===== src/design/ymrx_pkg.sv =====
// Shared constants, types and the CRC function of the YMODEM block receiver.
`timescale 1ns / 1ps

package ymrx_pkg;

    // Block sizes and the counter that walks a block plus its two trailer bytes.
    localparam int SHORT_BLOCK = 128;
    localparam int LONG_BLOCK  = 1024;
    localparam int CNT_W       = $clog2(LONG_BLOCK + 2);
    localparam int IDX_W       = 10;

    // Configuration port shape.
    localparam int CFG_IDX_W  = 1;
    localparam int CFG_DATA_W = 8;
    localparam logic [CFG_IDX_W-1:0] CFG_ABORT_UPPER = 1'b0;
    localparam logic [CFG_IDX_W-1:0] CFG_ABORT_LOWER = 1'b1;
    localparam logic [7:0] ABORT_UPPER_RST = 8'h41;
    localparam logic [7:0] ABORT_LOWER_RST = 8'h61;

    // Fixed control characters.
    localparam logic [7:0] CH_SOH = 8'h01;
    localparam logic [7:0] CH_STX = 8'h02;
    localparam logic [7:0] CH_EOT = 8'h04;
    localparam logic [7:0] CH_CA  = 8'h18;

    localparam logic [15:0] CRC_POLY     = 16'h1021;
    localparam logic [7:0]  SEQ_INV_MASK = 8'hFF;

    typedef enum logic [2:0] {
        PH_IDLE,
        PH_CA,
        PH_SEQ,
        PH_SEQC,
        PH_BODY
    } t_phase;

    typedef enum logic [2:0] {
        ST_GOOD     = 3'd0,
        ST_EOT      = 3'd1,
        ST_CANCEL   = 3'd2,
        ST_ABORT    = 3'd3,
        ST_BADSTART = 3'd4,
        ST_TIMEOUT  = 3'd5,
        ST_SEQERR   = 3'd6,
        ST_CRCERR   = 3'd7
    } t_status;

    typedef enum logic {
        KIND_PAYLOAD = 1'b0,
        KIND_STATUS  = 1'b1
    } t_kind;

    typedef enum logic {
        OP_BYTE    = 1'b0,
        OP_TIMEOUT = 1'b1
    } t_op;

    // One byte of CRC-16/XMODEM, MSB first.
    function automatic logic [15:0] crc_feed(input logic [15:0] crc, input logic [7:0] b);
        logic [15:0] c;
        c = crc ^ {b, 8'h00};
        for (int k = 0; k < 8; k++) begin
            if (c[15]) begin
                c = {c[14:0], 1'b0} ^ CRC_POLY;
            end else begin
                c = {c[14:0], 1'b0};
            end
        end
        return c;
    endfunction

endpackage


===== src/design/ymrx_if.sv =====
// Valid/ready channel interfaces for the receiver's input and result words.
`timescale 1ns / 1ps

interface ymrx_in_if;
    logic       valid;
    logic       ready;
    logic       op;
    logic [7:0] rx_byte;

    modport source (output valid, output op, output rx_byte, input ready);
    modport sink (input valid, input op, input rx_byte, output ready);
endinterface

interface ymrx_out_if;
    logic       valid;
    logic       ready;
    logic       kind;
    logic [7:0] payload_byte;
    logic [9:0] payload_index;
    logic [7:0] block_number;
    logic       long_block;
    logic [2:0] status;

    modport source (
        output valid, output kind, output payload_byte, output payload_index,
        output block_number, output long_block, output status, input ready
    );
    modport sink (
        input valid, input kind, input payload_byte, input payload_index,
        input block_number, input long_block, input status, output ready
    );
endinterface


===== src/design/ymodem_block_receiver.sv =====
// YMODEM block receiver: start byte decode, payload streaming and CRC check.
`timescale 1ns / 1ps

// The receiver takes one word per clock cycle while its output register is free,
// either a received byte or a receive timeout, and gives at most one result
// word for it: a payload byte with its index inside the block, or a block
// status. A result appears in the cycle after its input word is taken and waits
// in a single output register; the input stays ready whenever that register is
// empty or is being read, so a sink that never stalls sees a sustained rate of
// one word per cycle. The CRC-16/XMODEM update of one byte is done in the same
// cycle the byte is taken. The abort characters may be rewritten through the
// configuration port while no word is in flight.
module ymodem_block_receiver (
    input  logic                              i_clk,
    input  logic                              i_rst_n,
    input  logic                              i_cfg_we,
    input  logic [ymrx_pkg::CFG_IDX_W-1:0]    i_cfg_idx,
    input  logic [ymrx_pkg::CFG_DATA_W-1:0]   i_cfg_data,
    ymrx_in_if.sink                           i_in,
    ymrx_out_if.source                        o_out
);
    import ymrx_pkg::*;

    localparam logic [CNT_W-1:0] SIZE_SHORT = CNT_W'(SHORT_BLOCK);
    localparam logic [CNT_W-1:0] SIZE_LONG  = CNT_W'(LONG_BLOCK);

    // Configuration and block state.
    logic [7:0]       r_abort_upper;
    logic [7:0]       r_abort_lower;
    t_phase           r_phase, n_phase;
    logic             r_is_long, n_is_long;
    logic [CNT_W-1:0] r_cnt, n_cnt;
    logic [7:0]       r_seq, n_seq;
    logic [7:0]       r_seqc, n_seqc;
    logic [15:0]      r_crc, n_crc;

    // Output register.
    logic             r_out_valid;
    t_kind            r_kind;
    logic [7:0]       r_pbyte;
    logic [IDX_W-1:0] r_pidx;
    logic [7:0]       r_bnum;
    logic             r_long;
    t_status          r_status;

    // Result of the word being taken.
    logic             res_valid;
    t_kind            res_kind;
    logic [7:0]       res_pbyte;
    logic [IDX_W-1:0] res_pidx;
    logic [7:0]       res_bnum;
    logic             res_long;
    t_status          res_status;

    logic             take;
    logic             out_free;
    logic             is_timeout;
    logic [7:0]       b;
    logic [CNT_W-1:0] blk_size;
    logic [15:0]      crc_next;
    logic [31:0]      cnt_ext;

    assign out_free   = !r_out_valid || o_out.ready;
    assign i_in.ready = out_free;
    assign take       = i_in.valid && out_free;
    assign is_timeout = (t_op'(i_in.op) == OP_TIMEOUT);
    assign b          = i_in.rx_byte;
    assign blk_size   = r_is_long ? SIZE_LONG : SIZE_SHORT;
    assign crc_next   = crc_feed(r_crc, b);
    assign cnt_ext    = 32'(r_cnt);

    // Next state and result for the word at the input.
    always_comb begin
        n_phase    = r_phase;
        n_is_long  = r_is_long;
        n_cnt      = r_cnt;
        n_seq      = r_seq;
        n_seqc     = r_seqc;
        n_crc      = r_crc;
        res_valid  = 1'b0;
        res_kind   = KIND_STATUS;
        res_pbyte  = 8'h00;
        res_pidx   = '0;
        res_bnum   = 8'h00;
        res_long   = 1'b0;
        res_status = ST_GOOD;
        if (take) begin
            case (r_phase)
                PH_IDLE: begin
                    if (is_timeout) begin
                        res_valid  = 1'b1;
                        res_status = ST_TIMEOUT;
                    end else if (b inside {CH_SOH, CH_STX}) begin
                        n_is_long = (b == CH_STX);
                        n_cnt     = '0;
                        n_crc     = 16'h0000;
                        n_phase   = PH_SEQ;
                    end else if (b == CH_EOT) begin
                        res_valid  = 1'b1;
                        res_status = ST_EOT;
                    end else if (b == CH_CA) begin
                        n_phase = PH_CA;
                    end else if (b == r_abort_upper || b == r_abort_lower) begin
                        res_valid  = 1'b1;
                        res_status = ST_ABORT;
                    end else begin
                        res_valid  = 1'b1;
                        res_status = ST_BADSTART;
                    end
                end
                PH_CA: begin
                    n_phase   = PH_IDLE;
                    res_valid = 1'b1;
                    if (is_timeout) begin
                        res_status = ST_ABORT;
                    end else if (b == CH_CA) begin
                        res_status = ST_CANCEL;
                    end else begin
                        res_status = ST_BADSTART;
                    end
                end
                PH_SEQ: begin
                    if (is_timeout) begin
                        n_phase    = PH_IDLE;
                        res_valid  = 1'b1;
                        res_status = ST_TIMEOUT;
                    end else begin
                        n_seq   = b;
                        n_phase = PH_SEQC;
                    end
                end
                PH_SEQC: begin
                    if (is_timeout) begin
                        n_phase    = PH_IDLE;
                        res_valid  = 1'b1;
                        res_status = ST_TIMEOUT;
                    end else begin
                        n_seqc  = b;
                        n_cnt   = '0;
                        n_phase = PH_BODY;
                    end
                end
                PH_BODY: begin
                    if (is_timeout) begin
                        n_phase    = PH_IDLE;
                        res_valid  = 1'b1;
                        res_status = ST_TIMEOUT;
                    end else begin
                        n_crc = crc_next;
                        n_cnt = r_cnt + 1'b1;
                        if (r_cnt < blk_size) begin
                            // Payload byte goes straight out with its index.
                            res_valid = 1'b1;
                            res_kind  = KIND_PAYLOAD;
                            res_pbyte = b;
                            res_pidx  = cnt_ext[IDX_W-1:0];
                        end else if (r_cnt != blk_size) begin
                            // Second trailer byte closes the block.
                            n_phase   = PH_IDLE;
                            res_valid = 1'b1;
                            res_bnum  = r_seq;
                            res_long  = r_is_long;
                            if (r_seq != (r_seqc ^ SEQ_INV_MASK)) begin
                                res_status = ST_SEQERR;
                            end else if (crc_next != 16'h0000) begin
                                res_status = ST_CRCERR;
                            end else begin
                                res_status = ST_GOOD;
                            end
                        end
                    end
                end
                default: begin
                    n_phase = PH_IDLE;
                end
            endcase
        end
    end

    // Configuration registers.
    always_ff @(posedge i_clk) begin
        if (!i_rst_n) begin
            r_abort_upper <= ABORT_UPPER_RST;
            r_abort_lower <= ABORT_LOWER_RST;
        end else if (i_cfg_we) begin
            case (i_cfg_idx)
                CFG_ABORT_UPPER: r_abort_upper <= i_cfg_data;
                CFG_ABORT_LOWER: r_abort_lower <= i_cfg_data;
                default: ;
            endcase
        end
    end

    // Block state.
    always_ff @(posedge i_clk) begin
        if (!i_rst_n) begin
            r_phase   <= PH_IDLE;
            r_is_long <= 1'b0;
            r_cnt     <= '0;
            r_seq     <= 8'h00;
            r_seqc    <= 8'h00;
            r_crc     <= 16'h0000;
        end else begin
            r_phase   <= n_phase;
            r_is_long <= n_is_long;
            r_cnt     <= n_cnt;
            r_seq     <= n_seq;
            r_seqc    <= n_seqc;
            r_crc     <= n_crc;
        end
    end

    // Output register: valid bit under reset, payload loaded with each result.
    always_ff @(posedge i_clk) begin
        if (!i_rst_n) begin
            r_out_valid <= 1'b0;
        end else if (out_free) begin
            r_out_valid <= res_valid;
        end
    end

    always_ff @(posedge i_clk) begin
        if (out_free && res_valid) begin
            r_kind   <= res_kind;
            r_pbyte  <= res_pbyte;
            r_pidx   <= res_pidx;
            r_bnum   <= res_bnum;
            r_long   <= res_long;
            r_status <= res_status;
        end
    end

    assign o_out.valid         = r_out_valid;
    assign o_out.kind          = r_kind;
    assign o_out.payload_byte  = r_pbyte;
    assign o_out.payload_index = r_pidx;
    assign o_out.block_number  = r_bnum;
    assign o_out.long_block    = r_long;
    assign o_out.status        = r_status;

`ifndef NO_ASSERTIONS
    // Inside a block the counter never runs past the second trailer byte.
    a_cnt_bound: assert property (@(posedge i_clk) disable iff (!i_rst_n)
        (r_phase == PH_BODY) |-> (r_cnt <= blk_size + 1'b1))
        else $error("byte counter ran past the end of the block");

    // A payload word only comes from a byte taken inside a block body.
    a_payload_src: assert property (@(posedge i_clk) disable iff (!i_rst_n)
        (take && r_phase != PH_BODY) |=> !(r_out_valid && r_kind == KIND_PAYLOAD))
        else $error("payload word produced outside a block body");

    // Every status word sends the receiver back to idle.
    a_status_idle: assert property (@(posedge i_clk) disable iff (!i_rst_n)
        (take && res_valid && res_kind == KIND_STATUS) |=> (r_phase == PH_IDLE))
        else $error("receiver did not return to idle after a status word");
`endif

endmodule


===== src/flat_wrapper.sv =====
// flat-port wrapper written by rule: the top's interface ports become plain ports
module ymodem_block_receiver_flat import ymrx_pkg::*;
  (i_clk, i_rst_n, i_cfg_we, i_cfg_idx, i_cfg_data, i_in_valid, i_in_op, i_in_rx_byte, i_in_ready, o_out_valid, o_out_kind, o_out_payload_byte, o_out_payload_index, o_out_block_number, o_out_long_block, o_out_status, o_out_ready);
  ymrx_in_if i_in_i ();
  ymrx_out_if o_out_i ();
  input  logic i_clk;
  input  logic i_rst_n;
  input  logic i_cfg_we;
  input  logic [ymrx_pkg::CFG_IDX_W-1:0] i_cfg_idx;
  input  logic [ymrx_pkg::CFG_DATA_W-1:0] i_cfg_data;
  input wire logic [$bits(i_in_i.valid)-1:0] i_in_valid;
  input wire logic [$bits(i_in_i.op)-1:0] i_in_op;
  input wire logic [$bits(i_in_i.rx_byte)-1:0] i_in_rx_byte;
  output wire logic [$bits(i_in_i.ready)-1:0] i_in_ready;
  output wire logic [$bits(o_out_i.valid)-1:0] o_out_valid;
  output wire logic [$bits(o_out_i.kind)-1:0] o_out_kind;
  output wire logic [$bits(o_out_i.payload_byte)-1:0] o_out_payload_byte;
  output wire logic [$bits(o_out_i.payload_index)-1:0] o_out_payload_index;
  output wire logic [$bits(o_out_i.block_number)-1:0] o_out_block_number;
  output wire logic [$bits(o_out_i.long_block)-1:0] o_out_long_block;
  output wire logic [$bits(o_out_i.status)-1:0] o_out_status;
  input wire logic [$bits(o_out_i.ready)-1:0] o_out_ready;
  assign i_in_i.valid = i_in_valid;
  assign i_in_i.op = i_in_op;
  assign i_in_i.rx_byte = i_in_rx_byte;
  assign i_in_ready = i_in_i.ready;
  assign o_out_valid = o_out_i.valid;
  assign o_out_kind = o_out_i.kind;
  assign o_out_payload_byte = o_out_i.payload_byte;
  assign o_out_payload_index = o_out_i.payload_index;
  assign o_out_block_number = o_out_i.block_number;
  assign o_out_long_block = o_out_i.long_block;
  assign o_out_status = o_out_i.status;
  assign o_out_i.ready = o_out_ready;
  ymodem_block_receiver u_core (.i_clk(i_clk), .i_rst_n(i_rst_n), .i_cfg_we(i_cfg_we), .i_cfg_idx(i_cfg_idx), .i_cfg_data(i_cfg_data), .i_in(i_in_i), .o_out(o_out_i));
endmodule

===== config.mk =====
export PLATFORM = sky130hd
export DESIGN_NAME = ymodem_block_receiver_flat
export DESIGN_NICKNAME = d
export VERILOG_FILES = /design/src/design/ymrx_pkg.sv /design/src/design/ymrx_if.sv /design/src/design/ymodem_block_receiver.sv /design/src/flat_wrapper.sv
export SDC_FILE = /design/constraint.sdc
export NUM_CORES = 1
export LEC_CHECK = 0
export BUFFER_PORTS_ARGS = -buffer_cell sky130_fd_sc_hd__buf_2
export CAP_MARGIN = 5
export CORE_MARGIN = 3
export CORE_UTILIZATION = 47
export CTS_CLUSTER_DIAMETER = 40
export CTS_CLUSTER_SIZE = 8
export DETAILED_ROUTE_END_ITERATION = 6
export HOLD_SLACK_MARGIN = 0.05
export PLACE_DENSITY_LB_ADDON = 0.12
export SYNTH_ARGS = -nofsm -noshare
export SYNTH_HDL_FRONTEND = slang
export SYNTH_SLANG_ARGS = --single-unit

===== constraint.sdc =====
create_clock -name i_clk -period 3.9 [get_ports i_clk]
set_input_delay 0.195 -clock i_clk [delete_from_list [all_inputs] [get_ports i_clk]]
set_output_delay 0.195 -clock i_clk [all_outputs]
set_load 0.01 [all_outputs]

-- Word-level counts from Yosys, hierarchy flattened
Cells that the tools add are included.
- register bits: 95
- logic and storage cells: 128
- output and inout bits: 33
- bits of input ports: 23
- bitwise gates (word level): 16
- equal/unequal tests: 20
- reduce and logical (&&, ||, !) cells: 22
- $lt $le $gt $ge: 1
- muxes and demuxes: 53
- $add $sub $neg: 1
- operators with widths (cell ; number):
    two-way mux 13 bit ; 8
    two-way mux 3 bit ; 21
    two-way mux 11 bit ; 5
    two-way mux 16 bit ; 3
    case mux 11 bit (3 select lines) ; 1
    case mux 16 bit (2 select lines) ; 1
    inverter 3 bit ; 8
    case mux 3 bit (4 select lines) ; 2
    == test 8 bit ; 2
    nonzero test 16 bit ; 1
    XOR 16 bit ; 1
    AND reduction 6 bit ; 2
    adder 11 x 1 -> 11 bit, second input constant ; 1
    < comparator 11 bit ; 1
    inequality test 11 bit ; 1
    two-way mux 1 bit ; 10
    == test 8 x 1 -> 1 bit, second input constant ; 1
    == test 8 x 2 -> 1 bit, second input constant ; 1
    == test 8 x 3 -> 1 bit, second input constant ; 1
    == test 8 x 5 -> 1 bit, second input constant ; 1
    inequality test 8 bit ; 1
    inverter 8 bit ; 1
    == test 3 x 2 -> 1 bit, second input constant ; 2
    inequality test 2 bit, second input constant ; 3
    23 further kinds ; 34

-- Longest topological paths before layout
- depth in word-level cells: 24
- mapped depth: 8
- depth with buffers taken out: 8

-- Least setup slack after synthesis
Ideal clock, no wire load.
- path type: reg-to-reg
- from: register u_core.r_is_long
- to: register u_core.r_bnum[0] (netlist: u_core.o_out.block_number[0]), enable pin
- buffers on the path: 0
- library setup time: 419 ps
- data arrival time: 2931 ps
- slack: 550 ps
- stages on the path, launching flop included: 8
- cell sequence: dfxtp_1 -> inv_1 -> ha_1 -> or3b_2 -> a21oi_2 -> nor4b_2 -> o32a_1 -> nor2_1
- cells in the longest elaborated chain, start to end: 8
- ends and longest elaborated chain (element ; line ; text):
    from (decl) ; ymodem_block_receiver.sv:31 ; logic r_is_long, n_is_long;
    from (signal assigned) ; ymodem_block_receiver.sv:205 ; r_is_long <= n_is_long;
    two-way mux 11 bit * ; ymodem_block_receiver.sv:68 ; assign blk_size = r_is_long ? SIZE_LONG : SIZE_SHORT;
    parallel branches: the longest is 2 deep, another holds < comparator 11 bit ; n/a ;
    two-way mux 1 bit * ; ymodem_block_receiver.sv:151 ; if (r_cnt < blk_size) begin
    two-way mux 1 bit * ; ymodem_block_receiver.sv:144 ; if (is_timeout) begin
    case mux 1 bit (4 select lines) * ; ymodem_block_receiver.sv:88 ; case (r_phase)
    two-way mux 1 bit * ; ymodem_block_receiver.sv:87 ; if (take) begin
    logical AND 1 bit * ; ymodem_block_receiver.sv:223 ; if (out_free && res_valid) begin
    to (signal assigned) ; ymodem_block_receiver.sv:227 ; r_bnum <= res_bnum;
    to (decl) ; ymodem_block_receiver.sv:42 ; logic [7:0] r_bnum;
Every way passes the cells marked *.
A chain may end at the register's enable or synchronous reset.

-- Worst setup path in the final report
- from: register u_core.r_cnt[7]
- to: register u_core.r_pidx[9] (netlist: u_core.o_out.payload_index[9]), enable pin
- cells in the longest elaborated chain, start to end: 7
- ends and longest elaborated chain (element ; line ; text):
    from (decl) ; ymodem_block_receiver.sv:32 ; logic [CNT_W-1:0] r_cnt, n_cnt;
    from (signal assigned) ; ymodem_block_receiver.sv:206 ; r_cnt <= n_cnt;
    parallel branches: the longest is 2 deep, another holds < comparator 11 bit ; n/a ;
    two-way mux 1 bit * ; ymodem_block_receiver.sv:151 ;
    two-way mux 1 bit * ; ymodem_block_receiver.sv:144 ;
    case mux 1 bit (4 select lines) * ; ymodem_block_receiver.sv:88 ;
    two-way mux 1 bit * ; ymodem_block_receiver.sv:87 ;
    logical AND 1 bit * ; ymodem_block_receiver.sv:223 ;
    to (signal assigned) ; ymodem_block_receiver.sv:226 ; r_pidx <= res_pidx;
    to (decl) ; ymodem_block_receiver.sv:41 ; logic [IDX_W-1:0] r_pidx;
Marks and branches as above.

==> flow_summary.yaml <==
run_status:
  status: "complete, no violations"
timing:
  rsz0062_at_grt: "no"
  finalCritPeriodShare: 0.722
  slew_headroom: 0.427
  fmax_ghz: 0.355
  hold_viol: 0
  finalSetupTns_ps: 0
  drv_slew: 0
  fin_skew_ps: 18.5
  worst_pin_slew_ps: 859
  finalSetupViolations: 0
  period_minus_slack_ps: 2810
placed_design:
  port_buffers: 55
  gp_congestion: 0.900
  dp_cells: 651
  dpl.hpwl_mm: 7.15
synth:
  yosysSeqAreaShare: 0.459
  synth.distinct_cells: 54
  synth_seq_cells: 95
  synth_fp_nets: 519
  ys.flop_type: "dfxtp_1"
  syn_inst: 492
  synthArstFlopShare: 0
  synth_area_um2: 4820
  ys.warnings.count: 0
  synth_edf_count: 31
  avgSynthCellArea_um2: 9.79
global_route:
  grtUsageTotal: 0.193
  grt_max_degree: 56
  antenna_found_initial: 0
  grt_pass1_vias: 3430
  met3_usage: 0.0402
  globalRouteMet1Util: 0.274
  gr-total-overflow: 0
  grt_use_met2: 0.290
  grt_pass1_wl_mm: 17.4
  busiest_layer: "met2"
routing:
  avgRoutedWirePerCell_um: 15.4
  ant_nets: 0
  drc: 0
  routed_wirelength_mm: 10.3
  viasPerCell: 5.34
  dr.pass1.iters: 4
  vias: 3581
  drtIter0Drc: 263
floorplanning:
  pin_count: 56
  dieArea_um2: 11500
  die_w_um: 107
  die_y_um: 107
  fp-row-count: 36
  core_um2: 9860
  start_util: 0.488
clock_tree:
  cts_made_buffers: 9
  cts_root_buffer: "clkbuf_8"
  cts_tree: "done"
  path_clk_slew_ps: 100
  clkSinkCount: 95
  clock_path_buffers: 2
  clk_latency_ps: 370
  ctsHtreeMaxLevel: 3
finish:
  synthToLayoutAreaGrowth_pct: 11.5
  final_cells: 670
  antennaDiodeCount: 0
  drive_gt1_frac: 0.175
  nets: 559
  final_common_cell: "dfxtp_1"
  layout_common_cells: "64 x dfxtp_1, 55 x buf_2, 51 x nand2_1"
  n_fill_cell: 889
power:
  p_total_uw: 1910
  p_leak_uw: 0.00219
  ir_drop_v: 0.000191
  power_density_nw_per_um2: 355
critical_path:
  worstSetupPathType: "reg2reg"
  critPathMaxFanout: 31
  worstPathArrival_ps: 2840
  end_kind: "flop"
  required_ps: 3930
  cp-start-kind: "flop"
worst_hold_path:
  hp-class: "in2reg"
run:
  cap_violations: 0
synthesized netlist by cell type, types with 4 or more instances:
master    number  area share
o31ai_1        4      0.0062
nor4_1         5      0.0065
nand4_1       13       0.017
mux2i_1       15       0.031
nor2b_1       31       0.040
nand2_1       51       0.040
inv_1          8      0.0062
nand3_1       14       0.015
a22oi_1        8       0.012
buf_4          4      0.0062
dfxtp_1       64        0.27
xor2_1        37       0.067
ha_1           4       0.010
xnor2_1       14       0.025
and3_1        21       0.027
a21boi_0      13       0.020
nor3_1        10       0.010
and2_1        16       0.021
edfxtp_1      31        0.19
a21oi_1       12       0.012
xnor2_4        4       0.023
nor2_1        30       0.023
clkbuf_1      23       0.018
nand2b_1       4      0.0052
o21ai_0        9      0.0093
repair_timing:
item,in CTS,in global routing
endpoints found under the hold margin,4,0
hold buffers,3,0
resized for setup,0,0
setup buffers,0,0
per-layer routing:
layer / vias up / share of wire
li1: 1789 / -
met1: 1684 / 0.48
met2: 96 / 0.45
met3: 12 / 0.054
met4: 0 / 0.015
met5: - / 0
worst paths after layout:
check	start	end	slack, ps	cells past startpoint
hold reg to reg	u_core.r_abort_lower[3]	u_core.r_abort_lower[3]	480	2
setup reg to reg	u_core.r_cnt[7]	u_core.o_out.payload_index[9]	1090	8
setup / recovery	u_core.r_cnt[7]	u_core.o_out.payload_index[9]	1090	8
hold / removal	i_cfg_data[1]	u_core.r_abort_upper[1]	80	3
kinds of logic after synthesis:
kind of cell | Yosys count | share of synthesized area
and+or+nand+nor | 215 | 0.241
DFF | 95 | 0.459
xor gates and xnor gates | 59 | 0.130
muxes | 15 | 0.0312
AOI/OAI and AO/OA | 64 | 0.0896
adders and majority gates | 4 | 0.0104
buffers and inverters | 40 | 0.0382
flip-flops by register name, summed over array words and instances (netlist names), 3 cells and up:
register	cells
u_core.o_out.block_number	8
u_core.o_out.status	3
u_core.r_crc	16
u_core.r_seq	8
u_core.r_seqc	8
u_core.r_phase	3
u_core.r_cnt	11
u_core.o_out.payload_byte	8
u_core.r_abort_upper	8
u_core.o_out.payload_index	10
u_core.r_abort_lower	8
metrics by stage:
step / util / worst slack [ps] / hold WS, ps / cell area (um2)
2_1_floorplan: - / 550 / 319 / 4820
3_3_place_gp: 0.521 / 1200 / 421 / 5140
3_5_place_dp: 0.521 / 1090 / 432 / 5140
4_1_cts: 0.545 / 1070 / 65.7 / 5370
5_1_grt: 0.545 / 869 / 71.5 / 5370
6_report: 0.545 / 1090 / 82.8 / 5370
power breakdown:
part	total, uW	internal, uW	switching, uW
sequential	1060	1050	9.72
clock	669	316	353
combinational	181	69.2	112
critical path, cell delays in order (launching register included):
cell     delay, ps
dfxtp_1        350
inv_1           90
ha_1           140
or3b_2         460
a21oi_2        500
nor4b_2        110
o32a_1         340
nor2_2         110
buf_4          360
area by class of cell:
cell class	count	area, um2	area share
Tap cell	133	166	0.0310
Clock buffer	10	138	0.0256
Timing Repair Buffer	61	328	0.0610
Inverter	8	30.0	0.00559
Clock inverter	6	67.6	0.0126
Sequential cell	95	2210	0.412
Multi-Input combinational cell	357	2430	0.452
(Power assumes the default switching activity.)
